## src/rtl/tbes_pkg.sv

```systemverilog
// tbes_pkg: shared constants, types and state encoding for the time-binned energy sum unit.
// No dependencies; used by tbes_ctrl, tbes_dp and time_binned_energy_sum_unit.

package tbes_pkg;

    localparam int WORDS_PER_BOARD = 8;          // words per board, 1 to 16
    localparam int NUM_BINS        = 8;
    localparam int ENERGY_W        = 13;
    localparam int BIN_W           = 3;
    localparam int SUM_W           = 14;
    localparam int CFG_W           = 16;         // one enable bit per channel
    localparam int NUM_CH          = 2 * WORDS_PER_BOARD;
    localparam int EN_W            = (NUM_CH > CFG_W) ? NUM_CH : CFG_W;
    localparam int WIDX_W          = (WORDS_PER_BOARD > 1) ? $clog2(WORDS_PER_BOARD) : 1;
    // worst case: every hit of the board at full scale in one bin
    localparam int ACC_W           = $clog2(NUM_CH * ((1 << ENERGY_W) - 1) + 1);
    localparam int IN_DATA_W       = 32;
    localparam int OUT_DATA_W      = 16;

    localparam logic [SUM_W-1:0]  SUM_MAX  = 14'h3FFF;
    localparam logic [BIN_W-1:0]  BIN_LAST = BIN_W'(NUM_BINS - 1);
    localparam logic [WIDX_W-1:0] WIDX_LAST = WIDX_W'(WORDS_PER_BOARD - 1);
    localparam logic [CFG_W-1:0]  ENABLE_RESET = 16'hFFFF;

    typedef enum logic
    {
        ST_ACCUM,
        ST_EMIT
    } tbes_state_t;

    // controller -> datapath
    typedef struct packed
    {
        logic accum;   // add the accepted word into the bins
        logic load;    // move the current bin sum into the output register
    } tbes_cmd_t;

    // datapath -> controller
    typedef struct packed
    {
        logic last_word;  // word counter at the final word of the board
        logic last_bin;   // emit counter at bin 7
        logic out_free;   // output register empty or being drained
    } tbes_stat_t;

endpackage

```

## src/rtl/tbes_ctrl.sv

```systemverilog
// tbes_ctrl: two-state sequencer, accumulate a board then emit its eight bin sums.
// Depends on tbes_pkg.

module tbes_ctrl
(
    input  logic               clk,
    input  logic               rst_n,
    input  logic               s_tvalid,
    output logic               s_tready,
    input  tbes_pkg::tbes_stat_t stat,
    output tbes_pkg::tbes_cmd_t  cmd
);

    tbes_pkg::tbes_state_t state_reg;
    tbes_pkg::tbes_state_t state_next;

    always_ff @(posedge clk or negedge rst_n)
    begin
        if (!rst_n)
        begin
            state_reg <= tbes_pkg::ST_ACCUM;
        end
        else
        begin
            state_reg <= state_next;
        end
    end

    always_comb
    begin
        state_next = state_reg;
        case (state_reg)
            tbes_pkg::ST_ACCUM:
            begin
                if (s_tvalid && stat.last_word)
                begin
                    state_next = tbes_pkg::ST_EMIT;
                end
            end
            tbes_pkg::ST_EMIT:
            begin
                if (stat.out_free && stat.last_bin)
                begin
                    state_next = tbes_pkg::ST_ACCUM;
                end
            end
            default:
            begin
                state_next = tbes_pkg::ST_ACCUM;
            end
        endcase
    end

    always_comb
    begin
        s_tready  = 1'b0;
        cmd.accum = 1'b0;
        cmd.load  = 1'b0;
        case (state_reg)
            tbes_pkg::ST_ACCUM:
            begin
                s_tready  = 1'b1;
                cmd.accum = s_tvalid;
            end
            tbes_pkg::ST_EMIT:
            begin
                cmd.load = stat.out_free;
            end
            default:
            begin
                s_tready = 1'b0;
            end
        endcase
    end

endmodule

```

## src/rtl/tbes_dp.sv

```systemverilog
// tbes_dp: enable register, word/bin counters, eight bin accumulators, output register.
// Depends on tbes_pkg; driven by tbes_ctrl commands.

module tbes_dp
(
    input  logic                                clk,
    input  logic                                rst_n,
    input  logic                                cfg_valid,
    input  logic [tbes_pkg::CFG_W-1:0]          cfg_data,
    input  logic [tbes_pkg::IN_DATA_W-1:0]      s_tdata,
    input  tbes_pkg::tbes_cmd_t                 cmd,
    output tbes_pkg::tbes_stat_t                stat,
    output logic                                m_tvalid,
    input  logic                                m_tready,
    output logic [tbes_pkg::OUT_DATA_W-1:0]     m_tdata,
    output logic [tbes_pkg::BIN_W-1:0]          m_tuser,
    output logic                                m_tlast
);

    logic [tbes_pkg::CFG_W-1:0]    enable_reg;
    logic [tbes_pkg::WIDX_W-1:0]   word_idx_reg;
    logic [tbes_pkg::WIDX_W-1:0]   word_idx_next;
    logic [tbes_pkg::BIN_W-1:0]    emit_idx_reg;
    logic [tbes_pkg::ACC_W-1:0]    acc_reg [tbes_pkg::NUM_BINS];
    logic [tbes_pkg::ACC_W-1:0]    acc_next [tbes_pkg::NUM_BINS];
    logic                          out_valid_reg;
    logic [tbes_pkg::SUM_W-1:0]    out_sum_reg;
    logic [tbes_pkg::BIN_W-1:0]    out_bin_reg;
    logic                          out_last_reg;

    logic [tbes_pkg::ENERGY_W-1:0] e_even;
    logic [tbes_pkg::BIN_W-1:0]    t_even;
    logic [tbes_pkg::ENERGY_W-1:0] e_odd;
    logic [tbes_pkg::BIN_W-1:0]    t_odd;
    logic [tbes_pkg::EN_W-1:0]     en_ext;
    logic [1:0]                    en_pair;
    logic [tbes_pkg::ACC_W-1:0]    add_even;
    logic [tbes_pkg::ACC_W-1:0]    add_odd;
    logic [tbes_pkg::ACC_W-1:0]    sel_acc;
    logic [tbes_pkg::SUM_W-1:0]    sat_sum;

    assign e_even = s_tdata[12:0];
    assign t_even = s_tdata[15:13];
    assign e_odd  = s_tdata[28:16];
    assign t_odd  = s_tdata[31:29];

    // channels above 15 have no enable bit and read as disabled
    assign en_ext   = tbes_pkg::EN_W'(enable_reg);
    assign en_pair  = en_ext[{word_idx_reg, 1'b0} +: 2];
    assign add_even = en_pair[0] ? tbes_pkg::ACC_W'(e_even) : '0;
    assign add_odd  = en_pair[1] ? tbes_pkg::ACC_W'(e_odd) : '0;

    assign word_idx_next = (word_idx_reg == tbes_pkg::WIDX_LAST) ? '0
                         : word_idx_reg + tbes_pkg::WIDX_W'(1);

    always_comb
    begin
        for (int b = 0; b < tbes_pkg::NUM_BINS; b++)
        begin
            acc_next[b] = acc_reg[b]
                        + ((t_even == tbes_pkg::BIN_W'(b)) ? add_even : '0)
                        + ((t_odd == tbes_pkg::BIN_W'(b)) ? add_odd : '0);
        end
    end

    assign sel_acc = acc_reg[emit_idx_reg];
    assign sat_sum = (sel_acc > tbes_pkg::ACC_W'(tbes_pkg::SUM_MAX)) ? tbes_pkg::SUM_MAX
                   : sel_acc[tbes_pkg::SUM_W-1:0];

    assign stat.last_word = (word_idx_reg == tbes_pkg::WIDX_LAST);
    assign stat.last_bin  = (emit_idx_reg == tbes_pkg::BIN_LAST);
    assign stat.out_free  = !out_valid_reg || m_tready;

    always_ff @(posedge clk or negedge rst_n)
    begin
        if (!rst_n)
        begin
            enable_reg    <= tbes_pkg::ENABLE_RESET;
            word_idx_reg  <= '0;
            emit_idx_reg  <= '0;
            out_valid_reg <= 1'b0;
            for (int b = 0; b < tbes_pkg::NUM_BINS; b++)
            begin
                acc_reg[b] <= '0;
            end
        end
        else
        begin
            if (cfg_valid)
            begin
                enable_reg <= cfg_data;
            end
            if (cmd.accum)
            begin
                word_idx_reg <= word_idx_next;
                for (int b = 0; b < tbes_pkg::NUM_BINS; b++)
                begin
                    acc_reg[b] <= acc_next[b];
                end
            end
            if (cmd.load)
            begin
                out_valid_reg <= 1'b1;
                emit_idx_reg  <= emit_idx_reg + tbes_pkg::BIN_W'(1);
                if (stat.last_bin)
                begin
                    for (int b = 0; b < tbes_pkg::NUM_BINS; b++)
                    begin
                        acc_reg[b] <= '0;
                    end
                end
            end
            else if (m_tready)
            begin
                out_valid_reg <= 1'b0;
            end
        end
    end

    always_ff @(posedge clk)
    begin
        if (cmd.load)
        begin
            out_sum_reg  <= sat_sum;
            out_bin_reg  <= emit_idx_reg;
            out_last_reg <= stat.last_bin;
        end
    end

    assign m_tvalid = out_valid_reg;
    assign m_tdata  = tbes_pkg::OUT_DATA_W'(out_sum_reg);
    assign m_tuser  = out_bin_reg;
    assign m_tlast  = out_last_reg;

endmodule

```

## src/rtl/time_binned_energy_sum_unit.sv

```systemverilog
// time_binned_energy_sum_unit: top level, sequencer plus datapath.
// Depends on tbes_pkg, tbes_ctrl and tbes_dp.

// Usage
//   Input stream (s_*): one request per board word, two hits each; a board is
//   WORDS_PER_BOARD (8) words. No tlast; the word counter frames the board.
//   Output stream (m_*): after the last word, eight requests, bins 0..7 in order;
//   tuser is the bin, tdata the saturated sum, tlast marks bin 7.
//   Config channel (cfg_*): always ready; writes the 16-bit channel enable
//   mask. Write it only while the block is idle.
// Timing
//   Words are taken one per cycle while s_tready is high (the eight accumulators
//   update in parallel). After the last word the state register moves to the emit
//   phase, which then loads the first sum into the output register; one sum can
//   leave per cycle through the single output register while m_tready is high.
//   s_tready drops during the emit phase and returns as soon as bin 7 has been
//   loaded into the output register, so the next board can start while that
//   sum is still waiting.
// Stall: a low m_tready holds the output register and stops the emit counter.
// Reset: accumulators and counters clear, mask returns to all enabled.

module time_binned_energy_sum_unit
(
    input  logic                             clk,
    input  logic                             rst_n,
    // config write
    input  logic                             cfg_valid,
    output logic                             cfg_ready,
    input  logic [tbes_pkg::CFG_W-1:0]       cfg_data,     // channel_enable[15:0]
    // board words
    input  logic                             s_tvalid,
    output logic                             s_tready,
    // energy_even[12:0], time_even[15:13], energy_odd[28:16], time_odd[31:29]
    input  logic [tbes_pkg::IN_DATA_W-1:0]   s_tdata,
    // bin sums
    output logic                             m_tvalid,
    input  logic                             m_tready,
    output logic [tbes_pkg::OUT_DATA_W-1:0]  m_tdata,      // energy_sum[13:0], zero[15:14]
    output logic [tbes_pkg::BIN_W-1:0]       m_tuser,      // time_bin[2:0]
    output logic                             m_tlast       // last_sum
);

    tbes_pkg::tbes_cmd_t  cmd;
    tbes_pkg::tbes_stat_t stat;

    assign cfg_ready = 1'b1;

    tbes_ctrl u_ctrl
    (
        .clk      (clk),
        .rst_n    (rst_n),
        .s_tvalid (s_tvalid),
        .s_tready (s_tready),
        .stat     (stat),
        .cmd      (cmd)
    );

    tbes_dp u_dp
    (
        .clk       (clk),
        .rst_n     (rst_n),
        .cfg_valid (cfg_valid),
        .cfg_data  (cfg_data),
        .s_tdata   (s_tdata),
        .cmd       (cmd),
        .stat      (stat),
        .m_tvalid  (m_tvalid),
        .m_tready  (m_tready),
        .m_tdata   (m_tdata),
        .m_tuser   (m_tuser),
        .m_tlast   (m_tlast)
    );

    // the emit counter is not at bin 7 (it is parked at bin 0) whenever words are accepted
    a_accum_at_bin0: assert property (@(posedge clk) disable iff (!rst_n)
        s_tready |-> !stat.last_bin)
        else $error("emit counter not at bin 0 while accepting words");

    // tlast is carried only by the bin 7 sum
    a_last_is_bin7: assert property (@(posedge clk) disable iff (!rst_n)
        (m_tvalid && m_tlast) |-> (m_tuser == tbes_pkg::BIN_LAST))
        else $error("tlast on a sum other than bin 7");

    // the final word of a board ends acceptance until the bin 7 sum is loaded into the output register
    a_board_end_stops: assert property (@(posedge clk) disable iff (!rst_n)
        (s_tvalid && s_tready && stat.last_word) |=> !s_tready)
        else $error("input still ready after last word of board");

    // accumulate and emit never overlap
    a_cmd_exclusive: assert property (@(posedge clk) disable iff (!rst_n)
        !(cmd.accum && cmd.load))
        else $error("accumulate and emit in the same cycle");

endmodule
```

## config.mk

```make
export PLATFORM = sky130hd
export DESIGN_NAME = time_binned_energy_sum_unit
export DESIGN_NICKNAME = d
export VERILOG_FILES = /design/src/rtl/tbes_pkg.sv /design/src/rtl/tbes_ctrl.sv /design/src/rtl/tbes_dp.sv /design/src/rtl/time_binned_energy_sum_unit.sv
export SDC_FILE = /design/constraint.sdc
export NUM_CORES = 1
export LEC_CHECK = 0
export BUFFER_PORTS_ARGS = -buffer_cell sky130_fd_sc_hd__buf_2
export CAP_MARGIN = 20
export CORE_ASPECT_RATIO = 2
export CORE_UTILIZATION = 50
export CTS_CLUSTER_DIAMETER = 120
export CTS_CLUSTER_SIZE = 12
export DETAILED_ROUTE_END_ITERATION = 6
export PLACE_DENSITY = 0.75
export SLEW_MARGIN = 20
export SYNTH_ARGS = -nofsm -noshare
export SYNTH_HDL_FRONTEND = slang
export SYNTH_SLANG_ARGS = --single-unit
export TNS_END_PERCENT = 30
```

## constraint.sdc

```tcl
create_clock -name clk -period 8.4 [get_ports clk]
set_input_delay 1.26 -clock clk [delete_from_list [all_inputs] [get_ports clk]]
set_output_delay 1.26 -clock clk [all_outputs]
set_load 0.005 [all_outputs]
```

After elaboration in Yosys (flattened, before gate mapping)
Index checks and enable logic that the tools add are counted.
{ "op_classes": {"bitwise_logic": 2, "add_sub_neg": 18, "order_cmp": 2, "n_eq_ne": 16, "mux": 33, "n_div": 0, "reduce_logical": 7, "shifts": 1, "n_mul": 0} }
{ "ops": {"columns": ["operator", "n"], "rows": [
  ["136-bit two-way mux", 3],
  ["17-bit two-way mux", 18],
  ["17-bit adder", 16],
  ["17-bit binary-select mux with 3-bit select", 1],
  ["3-bit equality test, second input constant", 10],
  ["13-bit two-way mux", 2],
  ["17-bit by 14-bit greater-than comparator with 1-bit output, second input constant", 1],
  ["16-bit by 5-bit variable part select with 2-bit output", 1],
  ["3-bit by 2-bit equality test with 1-bit output, second input constant", 4],
  ["1-bit two-way mux", 7],
  ["3-bit by 1-bit adder with 3-bit output, second input constant", 2],
  ["3-bit by 1-bit equality test with 1-bit output, second input constant", 2],
  ["3-bit logical NOT", 2],
  ["4-bit >= comparator, second input constant", 1],
  ["3-bit inverter with 4-bit output", 1],
  ["3-bit two-way mux", 1],
  ["1-bit logical AND", 2],
  ["1-bit case mux with 2 select lines", 1],
  ["2-bit nonzero test", 1],
  ["1-bit logical NOT", 1],
  ["1-bit logical OR", 1],
  ["1-bit inverter", 1]
]} }
{ "word_totals": {"ram_bits": 0, "ff_bits": 178, "latchBits": 0, "output_inout_bits": 23, "in_bits": 53, "romBits": 0, "memories": 0} }

Longest topological paths before layout
{ "depth": {"word_depth": 8, "ltp_mapped": 17, "mapped_depth_nobuf": 15} }

Hierarchy
A second synthesis with hierarchy kept.
{ "unflattened": {"cells_unflattened": 1637, "area_unflattened_um2": 16392.0} }
{ "by_module_without_submodules": {"columns": ["module", "seq_area_each_um2", "cells_per_inst", "n_inst", "area_per_inst_um2"], "rows": [
  ["tbes_dp", 4539.4, 1629, 1, 16324.4],
  ["tbes_ctrl", 25.0, 6, 1, 56.3],
  ["time_binned_energy_sum_unit", 0.0, 2, 1, 11.3]
]} }

Worst setup path before layout
No wires, ideal clock.
{ "synth_path": {"path_kind": "in2reg", "start": "input port s_tdata[31] (netlist bit)", "end": "register u_dp.acc_reg[117] (netlist bit)", "cell_stages": 12, "setup_slack_ns": 4.101, "arrival_time_ns": 4.175, "t_required_ns": 8.276, "path_buffers": 0, "cell_sequence": "or2_4 > nor3b_4 > and2_1 > fa_1 > ha_1 > fa_1 > a21oi_1 > nor2b_1 > a311o_1 > a31o_1 > nor4b_1 > a211o_1"} }
{ "synth_between": {"elab_chain_cells": 6} }
{ "synth_lines": {"columns": ["item", "line_no", "text"], "rows": [
  ["start: declaration", "time_binned_energy_sum_unit.sv:34", "input logic [tbes_pkg::IN_DATA_W-1:0] s_tdata,"],
  ["3-bit by 1-bit equality test with 1-bit output (*)", "tbes_dp.sv:62", "+ ((t_odd == tbes_pkg::BIN_W'(b)) ? add_odd : '0);"],
  ["17-bit two-way mux (*)", "tbes_dp.sv:62", null],
  ["17-bit adder (*)", "tbes_dp.sv:62", null],
  ["136-bit two-way mux (*)", "tbes_dp.sv:93", "if (cmd.accum)"],
  ["136-bit two-way mux", "tbes_dp.sv:105", "if (stat.last_bin)"],
  ["136-bit two-way mux (*)", "tbes_dp.sv:101", "if (cmd.load)"],
  ["end signal: indexed assignment", "tbes_dp.sv:98", "acc_reg[b] <= acc_next[b];"],
  ["end: declaration", "tbes_dp.sv:24", "logic [tbes_pkg::ACC_W-1:0] acc_reg [tbes_pkg::NUM_BINS];"]
]} }
Mark *: on every way between the ends. The rest lies on a longest branch, timed or not.
A chain may end at the register's enable or synchronous reset.

Worst setup path in the final report
{ "layout_path": {"start": "register u_dp.word_idx_reg[0] (netlist bit)", "end": "register u_dp.acc_reg[130] (netlist bit)"} }
{ "layout_between": {"elab_chain_cells": 8, "word_cells_on_any_way": 10} }
{ "layout_lines": {"columns": ["item", "line_no", "text"], "rows": [
  ["start: declaration", "tbes_dp.sv:21", "logic [tbes_pkg::WIDX_W-1:0] word_idx_reg;"],
  ["start signal: assignment", "tbes_dp.sv:95", "word_idx_reg <= word_idx_next;"],
  ["16-bit by 5-bit variable part select with 2-bit output (*)", "tbes_dp.sv:49", "assign en_pair = en_ext[{word_idx_reg, 1'b0} +: 2];"],
  ["13-bit two-way mux", "tbes_dp.sv:50", "assign add_even = en_pair[0] ? tbes_pkg::ACC_W'(e_even) : '0;"],
  ["17-bit two-way mux", "tbes_dp.sv:61", "+ ((t_even == tbes_pkg::BIN_W'(b)) ? add_even : '0)"],
  ["17-bit adder", "tbes_dp.sv:61", null],
  ["17-bit adder (*)", "tbes_dp.sv:62", null],
  ["136-bit two-way mux (*)", "tbes_dp.sv:93", null],
  ["136-bit two-way mux", "tbes_dp.sv:105", null],
  ["136-bit two-way mux (*)", "tbes_dp.sv:101", null]
]} }
Marked as above.

==> metrics.txt <==
# TYPE chip_impl_metric gauge
chip_impl_metric{name="die_outline_height",unit="um"} 262
chip_impl_metric{name="vias_in_the_first_global_route",unit=""} 14700
chip_impl_metric{name="drt.antenna.violating_nets",unit=""} 0
chip_impl_info{name="cell_family_contributing_the_most_delay_on_the_critical_path",value="simple AND/OR/NAND/NOR gates"} 1
chip_impl_metric{name="max_reg_flops",unit=""} 136
chip_impl_metric{name="grt_pass1_wl",unit="mm"} 80.0
chip_impl_metric{name="slowest_delay",unit="ns"} 0.73
chip_impl_info{name="crit_path_end_kind",value="flop"} 1
chip_impl_metric{name="yosys.area_share.simple",unit="%"} 17.2
chip_impl_metric{name="syn_to_final_growth",unit="%"} 6.51
chip_impl_metric{name="power_frac_comb",unit="%"} 54.6
chip_impl_metric{name="fin_crit_sh",unit="%"} 59.0
chip_impl_metric{name="grt-ovfl-total",unit=""} 0
chip_impl_metric{name="floorplan.initialDensity",unit="%"} 50.5
chip_impl_info{name="largest_family_of_logic_cells_by_synthesized_area",value="adder cells"} 1
chip_impl_metric{name="dieArea",unit="um^2"} 34700
chip_impl_metric{name="via_count",unit=""} 14500
chip_impl_metric{name="yosysUniqueCellTypes",unit=""} 70
chip_impl_metric{name="drt_drc_violations_left",unit=""} 0
chip_impl_info{name="cell_by_cell_trace_of_the_critical_path",value="mux4_2 -> mux2i_1 -> or2_4 -> nor3_2 -> and2_1 -> fa_1 -> ha_1 -> fa_1 -> a211oi_1 -> o21ai_1 -> o211ai_2 -> a21boi_1 -> or3_1 -> a32o_1"} 1
chip_impl_metric{name="synthesis.area_per_instance",unit="um^2"} 8.53
chip_impl_info{name="tritoncts",value="yes"} 1
chip_impl_metric{name="dpl.hpwl",unit="mm"} 37.3
chip_impl_metric{name="clkLatencyLatePin",unit="ns"} 0.47
chip_impl_metric{name="dr.first_iter.drc_count",unit=""} 940
chip_impl_metric{name="fraction_of_the_mapped_netlist_area_in_compound_gates",unit="%"} 15.4
chip_impl_metric{name="power.switching",unit="mW"} 2.43
chip_impl_metric{name="cts_setup_buffers",unit=""} 0
chip_impl_metric{name="crit_path_max_fanout",unit=""} 13
chip_impl_metric{name="groute.usage.overall",unit="%"} 30.4
chip_impl_metric{name="synth-adder-area-share",unit="%"} 21.2
chip_impl_metric{name="floorplan.die.width",unit="um"} 132
chip_impl_metric{name="gate_count_of_the_mapped_netlist",unit=""} 1986
chip_impl_metric{name="cts_made_buffers",unit=""} 17
chip_impl_metric{name="grt_max_degree",unit=""} 95
chip_impl_info{name="worstSetupStartpointType",value="flop"} 1
chip_impl_metric{name="power_frac_clock",unit="%"} 15.4
chip_impl_metric{name="critPathArrivalTime",unit="ns"} 5.32
chip_impl_metric{name="num_io_pins",unit=""} 76
chip_impl_metric{name="finalCriticalPeriod",unit="ns"} 4.96
chip_impl_metric{name="layout.nets",unit=""} 2254
chip_impl_metric{name="slew_violations",unit=""} 0
chip_impl_metric{name="power_density",unit="nW/um^2"} 287
chip_impl_info{name="crit_type",value="flop to flop"} 1
chip_impl_metric{name="p_int",unit="mW"} 2.75
chip_impl_metric{name="std_cell_rows",unit=""} 95
chip_impl_metric{name="total_leakage_power",unit="nW"} 8.82
chip_impl_info{name="holdCritPathClass",value="flop to flop"} 1
chip_impl_metric{name="hold_violations",unit=""} 0
chip_impl_metric{name="post-place-ws",unit="ns"} 3.10
chip_impl_metric{name="worst-r2r-setup-slack",unit="ns"} 3.44
chip_impl_metric{name="synth-seq-cells",unit=""} 178
chip_impl_metric{name="count_of_antenna_diodes_in_the_layout",unit=""} 0
chip_impl_metric{name="place.port_buffers",unit=""} 72
chip_impl_metric{name="drtPass1Iterations",unit=""} 6
chip_impl_metric{name="final-setup-viol-count",unit=""} 0
chip_impl_metric{name="drv.max_cap_violation_count",unit=""} 0
chip_impl_metric{name="finalWorstSetupSlack",unit="ns"} 3.44
chip_impl_metric{name="cp.depth",unit=""} 14
chip_impl_info{name="grt_setup_unrepaired",value="false"} 1
chip_impl_metric{name="async_reset_ff_share",unit="%"} 89.9
chip_impl_metric{name="worst_setup_hold_path_clk_slew",unit="ns"} 0.07
chip_impl_metric{name="worst-path-buf-inv",unit=""} 0
chip_impl_metric{name="hold-path-cell-count",unit=""} 1
chip_impl_metric{name="power.share.switching",unit="%"} 46.9
chip_impl_metric{name="numClockSinks",unit=""} 178
chip_impl_metric{name="cts_htree_levels",unit=""} 4
chip_impl_metric{name="routed-wl-met2",unit="mm"} 25.0
chip_impl_metric{name="fin_tns_setup",unit="ns"} 0
chip_impl_metric{name="placeableCoreArea",unit="um^2"} 33500
chip_impl_metric{name="power.ir.vdd_worst",unit="mV"} 0.191
chip_impl_metric{name="timing_worst_slew_pin_value",unit="ns"} 1.16
chip_impl_metric{name="postCtsHoldBufs",unit=""} 0
chip_impl_metric{name="timing.critical_path.required",unit="ns"} 8.76
chip_impl_info{name="ys_dominant_reg_cell",value="sky130_fd_sc_hd__dfrtp_1"} 1
chip_impl_info{name="root_buffer",value="sky130_fd_sc_hd__clkbuf_16"} 1
chip_impl_info{name="slowest_stage",value="sky130_fd_sc_hd__nor3_2"} 1
chip_impl_info{name="status",value="finished clean"} 1
chip_impl_metric{name="syn-cell-area",unit="um^2"} 16900
chip_impl_metric{name="antenna_found_initial",unit=""} 0
chip_impl_metric{name="ys_warn_count",unit=""} 0
chip_impl_metric{name="post_cts_resized",unit=""} 0
chip_impl_metric{name="drive_gt1_share",unit="%"} 10.8
chip_impl_info{name="topRoutingLayerUsed",value="met4"} 1
chip_impl_metric{name="met3_wirelength",unit="mm"} 2.36
chip_impl_metric{name="synth-xor-area-share",unit="%"} 3.31
chip_impl_metric{name="synth_sequential_area_ratio",unit="%"} 26.9
chip_impl_metric{name="finalWeightedCongestion",unit=""} 0.941
chip_impl_metric{name="final.setup_skew",unit="ns"} 0.0104
chip_impl_metric{name="fmaxAchievable",unit="MHz"} 202
chip_impl_metric{name="wirelength",unit="mm"} 50.0
chip_impl_metric{name="worst-r2r-cell-count",unit=""} 14
chip_impl_metric{name="route.detailed.vias_per_inst",unit=""} 5.97
chip_impl_metric{name="yosys-mux-area-fraction",unit="%"} 6.81
chip_impl_info{name="critPathMostFrequentCell",value="sky130_fd_sc_hd__fa_1"} 1
chip_impl_metric{name="wl_met1",unit="mm"} 18.2
chip_impl_metric{name="pwr-share-seq",unit="%"} 30.0
chip_impl_metric{name="synth-edff-count",unit=""} 18
chip_impl_metric{name="clock_tree_buf_depth",unit=""} 2
chip_impl_metric{name="detail_route.wl_per_cell",unit="um"} 20.6
chip_impl_metric{name="normalized_max_slew_margin",unit="%"} 22.0
[worst paths after layout]
| path | from | end |
|---|---|---|
| max reg2reg | u_dp.word_idx_reg[0] | u_dp.acc_reg[130] |
| max in group asynchronous | rst_n | u_dp.acc_reg[35] |
| max | u_dp.word_idx_reg[0] | u_dp.acc_reg[130] |
| min | u_dp.acc_reg[101] | u_dp.acc_reg[101] |
| min reg2reg | u_dp.acc_reg[101] | u_dp.acc_reg[101] |
| min in group asynchronous | rst_n | u_dp.acc_reg[135] |
[cells in the mapped netlist (32+ instances only)]
library cell | instances | area share, %
sky130_fd_sc_hd__a21o_1 | 38 | 1.7
sky130_fd_sc_hd__a21oi_1 | 109 | 3.2
sky130_fd_sc_hd__fa_1 | 112 | 13
sky130_fd_sc_hd__inv_1 | 288 | 6.4
sky130_fd_sc_hd__xor2_1 | 32 | 1.7
sky130_fd_sc_hd__ha_1 | 108 | 8.0
sky130_fd_sc_hd__buf_1 | 36 | 0.80
sky130_fd_sc_hd__nor2_1 | 90 | 2.0
sky130_fd_sc_hd__mux4_2 | 32 | 4.3
sky130_fd_sc_hd__dfrtp_1 | 144 | 21
sky130_fd_sc_hd__nand2_1 | 369 | 8.2
sky130_fd_sc_hd__nand3_1 | 51 | 1.5
sky130_fd_sc_hd__xnor2_1 | 32 | 1.7
sky130_fd_sc_hd__o21ai_0 | 116 | 3.4
sky130_fd_sc_hd__a211oi_1 | 40 | 1.8
[worst register-to-register path, delay by kind of cell (launching register included)]
kind	cells	cell delay, ns
AOI/OAI and AO/OA	5	1.06
DFF	1	0.52
adders and majority gates	3	1.15
and+or+nand+nor	4	1.59
muxes	2	0.54
[power groups by stage]
| stage | registers (mW) | logic (mW) | clock network, mW |
|---|---|---|---|
| 3_5_place_dp | 1.56 | 2.79 | 0 |
| 2_1_floorplan | 1.41 | 2.12 | 0 |
| 4_1_cts | 1.55 | 2.81 | 0.812 |
| 3_3_place_gp | 1.55 | 2.72 | 0 |
| 6_report | 1.56 | 2.83 | 0.798 |
| 5_1_grt | 1.59 | 3.16 | 0.835 |
[per-stage QoR]
step / total power, mW / instance area (um^2) / hold WS, ns / cells / util [%]
global route: 5.58 / 18000 / 0.502 / 2430 / 53.8
finish: 5.19 / 18000 / 0.472 / 2430 / 53.8
detailed placement: 4.35 / 17500 / 0.466 / 2398 / 52.1
CTS: 5.17 / 18000 / 0.476 / 2430 / 53.8
floorplan: 3.52 / 16900 / 0.446 / 1987 / -
global placement: 4.27 / 17500 / 0.460 / 2398 / 52.1
[metal layers]
layer  vias to the layer above  track usage (%)
met1                      7097             33.5
met5                         -                0
met4                         0             24.7
met3                       226             3.57
met2                       567             52.2
li1                       6627                -
[cells by family after synthesis]
| logic type | after synthesis |
|---|---|
| AOI/OAI and AO/OA | 415 |
| xor gates and xnor gates | 64 |
| adders and majority gates | 220 |
| buffers and inverters | 392 |
| DFF | 178 |
| muxes | 73 |
| other | 2 |
| and+or+nand+nor | 642 |
[final cells by class]
class / instances / area (um^2)
well taps: 436 / 546
repair buffers: 79 / 419
flip-flops and latches: 178 / 4570
clock inverters: 13 / 98.8
inverters: 288 / 1080
clock buffers: 19 / 464
fillers: 3086 / 15500
multi-input cells: 1417 / 10900
[cells in the final DEF (no fill, tap or decap), drive strengths merged, types with 19 or more instances in the layout]
master	netlist	final
ha	108	108
a211oi	40	40
clkbuf	30	19
nand2	378	378
dfrtp	144	144
a21o	38	38
o21ai	119	119
inv	288	292
mux2i	23	23
mux4	32	32
xnor2	32	32
fa	112	112
a21oi	110	110
xor2	32	32
buf	74	79
nand3	51	51
nor3	20	20
o21a	24	24
nor2	91	91
Note: power is estimated with default switching activity, not from simulation.
